<file path="src/hdl/erx_pkg.sv">
// Shared types and constants for the ZYX Euler rigid transform.
// No dependencies; used by the sine, matrix, lane and top-level files and the testbench.
`default_nettype none

package erx_pkg;

  // Register indexes of the configuration port
  localparam int CFG_IDX_W = 3;
  localparam logic [CFG_IDX_W-1:0] REG_SHIFT_X = 3'd0;
  localparam logic [CFG_IDX_W-1:0] REG_SHIFT_Y = 3'd1;
  localparam logic [CFG_IDX_W-1:0] REG_SHIFT_Z = 3'd2;
  localparam logic [CFG_IDX_W-1:0] REG_ROLL    = 3'd3;
  localparam logic [CFG_IDX_W-1:0] REG_PITCH   = 3'd4;
  localparam logic [CFG_IDX_W-1:0] REG_YAW     = 3'd5;

  // Odd polynomial for sine over a quarter turn, Q30
  localparam logic [30:0] SIN_C1 = 31'd1686629713;
  localparam logic [30:0] SIN_C3 = 31'd693598668;
  localparam logic [30:0] SIN_C5 = 31'd85569306;
  localparam logic [30:0] SIN_C7 = 31'd5026995;
  localparam logic [30:0] SIN_C9 = 31'd172272;

  // Matrix program: operand sources, destinations and accumulate modes
  typedef enum logic [2:0] {
    SRC_CA, SRC_SA, SRC_CP, SRC_SP, SRC_CY, SRC_SY, SRC_TMP
  } src_t;

  typedef enum logic [3:0] {
    DST_M00, DST_M01, DST_M02, DST_M10, DST_M11, DST_M12,
    DST_M20, DST_M21, DST_M22, DST_TMP
  } dst_t;

  typedef enum logic [1:0] {
    ACC_SET, ACC_ADD, ACC_SUB
  } acc_t;

  typedef struct packed {
    src_t src_a;
    src_t src_b;
    dst_t dst;
    acc_t mode;
  } mat_op_t;

  localparam int NUM_OPS = 16;

  function automatic mat_op_t mat_op(input logic [3:0] idx);
    mat_op_t op;
    op = '{SRC_CY, SRC_CP, DST_M00, ACC_SET};
    unique case (idx)
      4'd0:  op = '{SRC_CY,  SRC_CP, DST_M00, ACC_SET};
      4'd1:  op = '{SRC_CY,  SRC_SA, DST_TMP, ACC_SET};
      4'd2:  op = '{SRC_TMP, SRC_SP, DST_M01, ACC_SET};
      4'd3:  op = '{SRC_CA,  SRC_SY, DST_M01, ACC_SUB};
      4'd4:  op = '{SRC_SA,  SRC_SY, DST_M02, ACC_SET};
      4'd5:  op = '{SRC_CA,  SRC_CY, DST_TMP, ACC_SET};
      4'd6:  op = '{SRC_TMP, SRC_SP, DST_M02, ACC_ADD};
      4'd7:  op = '{SRC_CP,  SRC_SY, DST_M10, ACC_SET};
      4'd8:  op = '{SRC_CA,  SRC_CY, DST_M11, ACC_SET};
      4'd9:  op = '{SRC_SA,  SRC_SY, DST_TMP, ACC_SET};
      4'd10: op = '{SRC_TMP, SRC_SP, DST_M11, ACC_ADD};
      4'd11: op = '{SRC_CA,  SRC_SY, DST_TMP, ACC_SET};
      4'd12: op = '{SRC_TMP, SRC_SP, DST_M12, ACC_SET};
      4'd13: op = '{SRC_CY,  SRC_SA, DST_M12, ACC_SUB};
      4'd14: op = '{SRC_CP,  SRC_SA, DST_M21, ACC_SET};
      4'd15: op = '{SRC_CA,  SRC_CP, DST_M22, ACC_SET};
      default: op = '{SRC_CY, SRC_CP, DST_M00, ACC_SET};
    endcase
    return op;
  endfunction

  // Per-lane control for one pipeline step
  typedef struct packed {
    logic en;
    logic bypass;
  } lane_ctl_t;

endpackage

`default_nettype wire

</file>
<file path="src/hdl/erx_lane.sv">
// One matrix row against the point: products, rounding, shift and saturation.
// Depends on erx_pkg for the lane control struct.
`default_nettype none

module erx_lane
  import erx_pkg::*;
#(
  parameter int COORD_WIDTH = 24,
  parameter int COEF_WIDTH  = 16
) (
  input  logic                           clk,
  input  lane_ctl_t                      ctl,
  input  logic signed [COEF_WIDTH+1:0]   c0,
  input  logic signed [COEF_WIDTH+1:0]   c1,
  input  logic signed [COEF_WIDTH+1:0]   c2,
  input  logic signed [COORD_WIDTH-1:0]  p0,
  input  logic signed [COORD_WIDTH-1:0]  p1,
  input  logic signed [COORD_WIDTH-1:0]  p2,
  input  logic signed [COORD_WIDTH-1:0]  self_pt,
  input  logic signed [COORD_WIDTH-1:0]  shift,
  output logic signed [COORD_WIDTH-1:0]  result,
  output logic                           clip
);

  localparam int F  = COEF_WIDTH - 1;
  localparam int MW = COEF_WIDTH + 2;
  localparam int PW = MW + COORD_WIDTH;
  localparam int SW = PW + 2;
  localparam logic signed [SW-1:0] HALF = SW'(1) <<< (F - 1);
  localparam logic signed [SW-1:0] HI = SW'((64'sd1 <<< (COORD_WIDTH - 1)) - 64'sd1);
  localparam logic signed [SW-1:0] LO = SW'(-(64'sd1 <<< (COORD_WIDTH - 1)));

  logic signed [PW-1:0]          pr0_r, pr1_r, pr2_r;
  logic                          byp_r;
  logic signed [COORD_WIDTH-1:0] self_r;
  logic signed [COORD_WIDTH-1:0] result_r;
  logic                          clip_r;

  logic signed [SW-1:0] sum, rnd, tot;

  // Stage A: the three products
  always_ff @(posedge clk) begin
    if (ctl.en) begin
      pr0_r  <= c0 * p0;
      pr1_r  <= c1 * p1;
      pr2_r  <= c2 * p2;
      byp_r  <= ctl.bypass;
      self_r <= self_pt;
    end
  end

  // Stage B: exact sum, round, translate, clamp
  always_comb begin
    sum = SW'(pr0_r) + SW'(pr1_r) + SW'(pr2_r);
    rnd = byp_r ? SW'(self_r) : ((sum + HALF) >>> F);
    tot = rnd + SW'(shift);
  end

  always_ff @(posedge clk) begin
    if (ctl.en) begin
      if (tot > HI) begin
        result_r <= HI[COORD_WIDTH-1:0];
        clip_r   <= 1'b1;
      end else if (tot < LO) begin
        result_r <= LO[COORD_WIDTH-1:0];
        clip_r   <= 1'b1;
      end else begin
        result_r <= tot[COORD_WIDTH-1:0];
        clip_r   <= 1'b0;
      end
    end
  end

  assign result = result_r;
  assign clip   = clip_r;

endmodule

`default_nettype wire

</file>
<file path="config.mk">
export PLATFORM = sky130hd
export DESIGN_NAME = erx_lane
export DESIGN_NICKNAME = d
export VERILOG_FILES = /design/src/hdl/erx_pkg.sv /design/src/hdl/erx_lane.sv
export SDC_FILE = /design/constraint.sdc
export NUM_CORES = 2
export LEC_CHECK = 0
export BUFFER_PORTS_ARGS = -buffer_cell sky130_fd_sc_hd__buf_2
export CELL_PAD_IN_SITES_DETAIL_PLACEMENT = 1
export CELL_PAD_IN_SITES_GLOBAL_PLACEMENT = 1
export CORE_ASPECT_RATIO = 1.75
export CORE_MARGIN = 2
export CORE_UTILIZATION = 55
export CTS_BUF_LIST = sky130_fd_sc_hd__clkbuf_16
export DETAILED_ROUTE_END_ITERATION = 8
export PLACE_DENSITY_LB_ADDON = 0.1
export SETUP_SLACK_MARGIN = 0.05
export SYNTH_ARGS = -nofsm -noshare
export SYNTH_HDL_FRONTEND = slang
export SYNTH_SLANG_ARGS = --single-unit
</file>
<file path="constraint.sdc">
create_clock -name clk -period 18.66 [get_ports clk]
set_input_delay 4.665 -clock clk [delete_from_list [all_inputs] [get_ports clk]]
set_output_delay 4.665 -clock clk [all_outputs]
set_load 0.005 [all_outputs]
</file>
# After elaboration in Yosys (flattened, before gate mapping)
# Cells that the tools add are included.
# Widths: inputs -> output; s select.
totals:
  output_inout_bits: 25
  input_bits: 177
  reg_bits: 176
  wordCells: 19
op_classes:
  n_mul: 3
  n_lt_le_gt_ge: 2
  n_mux: 3
  add_sub_neg: 4
ops:
  columns: ["op", "count"]
  rows:
  - ["$mul 18x24->42", 3]
  - ["$add 43x42->44", 1]
  - ["$add 44x16->44 const B", 1]
  - ["$add 44x24->44", 1]
  - ["$gt 44x24->1 const B", 1]
  - ["$lt 44x24->1 const B", 1]
  - ["$mux 44", 1]
  - ["$add 42x42->43", 1]
  - ["$mux 24", 1]
  - ["$mux 1", 1]

# Depth between registers and ports, before layout
logic_depth:
  ltp_word: 7
  mapped_depth: 29
  ltp_nobuf: 28

# Worst setup path before layout
# Ideal clock, no wire load.
synth_path:
  path_kind: "input to register"
  startpoint: "in p1[10]"
  endpoint: "reg pr1_r[41] (data pin)"
  path_stages: 24
  path_slack_ns: 7.673
  path_buffers: 2
  setup_time_ns: 0.260
  arrival_ns: 10.727
  required_time_ns: 18.400
  cell_sequence: "clkbuf_1 clkbuf_1 nand2_1 fa_1 inv_1 fa_1 inv_1 fa_1 fa_1 inv_1 fa_1 fa_1 ha_1 nand2_1 a21oi_2 nand3_2 a31oi_2 o22ai_2 o41ai_4 a41oi_1 o41ai_2 a41o_1 a21oi_1 xnor2_1"
synth_via:
  elab_chain_len: 1
synth_lines:
  columns: ["element", "line", "rtl"]
  rows:
  - ["start, declared", "erx_lane.sv:17", "input logic signed [COORD_WIDTH-1:0] p1,"]
  - ["$mul 18x24->42", "erx_lane.sv:45", "pr1_r <= c1 * p1;"]
  - ["end signal, assigned", "erx_lane.sv:45", null]
  - ["end, declared", "erx_lane.sv:33", "logic signed [PW-1:0] pr0_r, pr1_r, pr2_r;"]
# Every way passes these cells.
# A chain may end at the register's enable or synchronous reset.

# Worst setup path in the final report
layout_path:
  startpoint: "in c1[0]"
  endpoint: "reg pr1_r[36] (data pin)"
layout_via:
  elab_chain_len: 1
layout_lines:
  columns: ["element", "line", "rtl"]
  rows:
  - ["start, declared", "erx_lane.sv:14", "input logic signed [COEF_WIDTH+1:0] c1,"]
  - ["$mul 18x24->42", "erx_lane.sv:45", null]
# Every way passes these cells.

==> results.tsv <==
metric	value	unit
EDFF count, synth	176	
Port-buffer cells	201	
Routed WL per cell	23.07	microns
CTS tree	yes	
max cap viols	0	
Required @ worst endpoint	18.86	ns
kind of critical path	in2reg	
Final period util	62.45	%
crit-path cells	buf_2 -> and2_1 -> fa_1 -> fa_1 -> ha_1 -> inv_1 -> fa_1 -> fa_1 -> inv_1 -> fa_1 -> ha_1 -> nand4_1 -> nor2_1 -> inv_1 -> nor3_1 -> o2bb2ai_1 -> nor4_2 -> or3_1 -> nor2b_1 -> o21ai_0 -> a2111oi_0	
Worst Hold Class	reg2reg	
final hold violation count	0	
hold_buf cts	0	
initial antenna violation count	9	
drt via density	5.559	
share of layout cells above drive strength 1	4.661	%
Final nets	7786	
Antenna Nets Post-Route	0	
largest net degree at the start of global routing	94	
clock tree buffer depth	2	
Max Slew Vio Count	0	
area growth from synthesis to layout	4.251	%
Crit-path slowest cell	ha_1	
CORE AREA	0.1006	sq mm
Synth Instances	5885	
Synth Area in Compound Gates	5.552	%
setup violators final	0	
1st-iter DRT viols	1654	
critical path arrival	11.85	ns
grt ovf	0	
Routability Congestion	0.9182	
largest family of logic cells by synthesized area	adder cells	
post-synthesis xor/xnor area fraction	2.674	%
die area	0.1039	sq mm
Unique masters post-synth	74	
Final Hold Slack	0.8422	ns
row count	154	
# H-tree levels	4	
TritonCTS Buffers	17	
drt first pass iters	4	
number of gates resized after cts	0	
Synth Flop Type	edfxtp_1	
post-CTS setup buffer count	0	
yosys warns	0	
mux contribution to synthesized area	0.09887	%
Synth Area in Simple Gates	13.81	%
outcome	finished, final reports clean	
fmax	85.82	MHz
clk slew on worst S/H paths	0.08	ns
asr flop ratio synth	0	%
crit-path max FO	24	
setup TNS	0	ns
Mapped Area	0.05568	sq mm
adder-cell share of the synthesized area	56.94	%
flops & latches, synth	176	
Final HPWL DP	140500	microns
measured slew at the worst slew-check pin	1.209	ns
Tmin final	11.65	ns
final worst slack	7.007	ns
RSZ-0062 raised after global routing	no	
syn nets	7806	
Detailed Route WL	166300	microns
clk root buf	clkbuf_16	
Die H	424.9	microns
Max transition margin	19.39	%
Die X	244.5	microns
sequential area share after synthesis	9.491	%
clk_skew	0.01408	ns
IO Pins	202	
DRC Markers	0	
critical path's top delay family	adder cells	
Crit. End Element	register	
Starting Density	55.36	%
Clk Latency, worst-skew pair	0.50	ns
crit start category	input pin	
number of global-route vias before repair	47681	
first-pass GRT wire length	263200	microns
Global Route Usage Sum	33.64	%
Sink Count	176	
pre-CTS setup slack	6.623	ns
CP max stage delay	0.72	ns
Post-Syn Area per Cell	9.462	sq um
Crit path top cell by count	fa_1	
Vias	40067	
WP buf/inv	4	
[cells by family after synthesis]
family / count (synthesis)
flip-flops: 176
XOR/XNOR: 170
adder cells (fa/ha/maj): 1744
buffers and inverters: 1687
multiplexers: 5
AND/OR/NAND/NOR: 1628
AO/OA/AOI/OAI: 475
[area by class of cell]
type | instances | area, sq um
fillers | 11583 | 42530
inverters | 1441 | 5409
clock inverters | 15 | 171.4
clock buffers | 17 | 425.4
well taps | 1326 | 1659
diodes | 4 | 10.01
multi-input cells | 4022 | 44030
flip-flops and latches | 176 | 5285
repair buffers | 207 | 1057
[layout by cell type, fill, tap and decap left out, types with 10 or more instances in the layout]
| cell type | netlist | layout |
|---|---|---|
| o21a_1 | 19 | 19 |
| nor2_1 | 66 | 66 |
| a211oi_1 | 11 | 11 |
| xnor2_1 | 115 | 115 |
| and2_1 | 405 | 405 |
| o21bai_1 | 21 | 21 |
| a21o_1 | 89 | 89 |
| o21ai_2 | 12 | 12 |
| a21oi_1 | 154 | 154 |
| and3_1 | 10 | 10 |
| xor2_1 | 55 | 55 |
| edfxtp_1 | 176 | 176 |
| nand2_1 | 927 | 927 |
| buf_2 | 2 | 200 |
| nand4_1 | 13 | 13 |
| nand3_1 | 29 | 29 |
| nor2b_1 | 28 | 28 |
| fa_1 | 1317 | 1317 |
| o21ai_0 | 77 | 77 |
| ha_1 | 427 | 427 |
| inv_1 | 1440 | 1440 |
| or3_1 | 12 | 12 |
| o31ai_1 | 11 | 11 |
| nor3_1 | 24 | 24 |
| clkbuf_16 | 0 | 17 |
| nand2b_1 | 91 | 91 |
| a31oi_1 | 14 | 14 |
[routing by layer]
layer | GRT usage [%] | part of all wire, %
met1 | 33.78 | 33
met2 | 66.30 | 57
met3 | 2.736 | 2.7
met4 | 20.34 | 7.1
met5 | 0 | 0.020
[registers in the layout, indices dropped and copies added (netlist names)]
signal and flops:
pr0_r 42, pr1_r 42, pr2_r 42, result 24, self_r 24, byp_r 1
clip 1
[metrics by stage]
step | util [%] | area, sq um | std cells
4_1_cts | 57.70 | 58040 | 7204
3_5_place_dp | 57.11 | 57440 | 7172
6_report | 57.71 | 58050 | 7208
3_3_place_gp | 57.11 | 57440 | 7172
2_1_floorplan | - | 55680 | 5885
5_1_grt | 57.70 | 58040 | 7204
[path summary, 6_finish.rpt]
kind                  start  slack [ns]        end  cells past startpoint
setup / recovery      c1[0]        7.01  pr1_r[36]                     21
hold / removal    self_r[0]        0.84  result[0]                      5
setup reg to reg  pr0_r[21]       10.66  result[6]                     26
hold reg to reg   self_r[0]        0.84  result[0]                      5
[cells in the mapped netlist (3+ instances only)]
| library cell | instances | area, sq um |
|---|---|---|
| a41o_1 | 3 | 30.03 |
| o21a_1 | 19 | 142.6 |
| o311ai_0 | 3 | 26.28 |
| o21ai_0 | 77 | 385.4 |
| mux2_2 | 4 | 45.04 |
| nor3_1 | 24 | 120.1 |
| nand2_1 | 927 | 3480 |
| nand3_1 | 29 | 145.1 |
| nand4_1 | 13 | 81.33 |
| nor2b_1 | 28 | 175.2 |
| a211o_1 | 6 | 52.55 |
| fa_1 | 1317 | 26370 |
| a311oi_1 | 4 | 35.03 |
| a221oi_1 | 6 | 52.55 |
| o31ai_1 | 11 | 82.58 |
| inv_1 | 1440 | 5405 |
| o21bai_1 | 21 | 157.7 |
| and2_1 | 405 | 2534 |
| nor2_1 | 66 | 247.7 |
| and3_1 | 10 | 62.56 |
| edfxtp_1 | 176 | 5285 |
| or4_1 | 4 | 30.03 |
| o2111ai_1 | 4 | 35.03 |
| clkbuf_1 | 239 | 897.1 |
| nand2b_1 | 91 | 569.3 |
| buf_6 | 4 | 45.04 |
| xor2_1 | 55 | 481.7 |
| a31oi_1 | 14 | 87.58 |
| a21oi_2 | 5 | 43.79 |
| xnor2_1 | 115 | 1007 |
| o21ai_1 | 6 | 30.03 |
| o21ai_2 | 12 | 105.1 |
| a41oi_1 | 3 | 26.28 |
| a21oi_1 | 154 | 770.7 |
| and4_1 | 3 | 26.28 |
| ha_1 | 427 | 5343 |
| a21o_1 | 89 | 668.1 |
| a211oi_1 | 11 | 82.58 |
| or3_1 | 12 | 75.07 |
| o211ai_1 | 4 | 30.03 |
[worst reg2reg max path, delay by kind of cell (launching register included)]
family          cells  cell delay, ns
fa+ha+maj           4            1.71
simple gates        8            1.85
buf+inv             4            0.66
compound gates      8            2.19
flops               1            0.39
xor+xnor            1            0.62
mux                 1            0.30
Power is left out: the tool's default activity adds up to more than one toggle a clock period on the data nets, which glitch-free logic cannot reach.
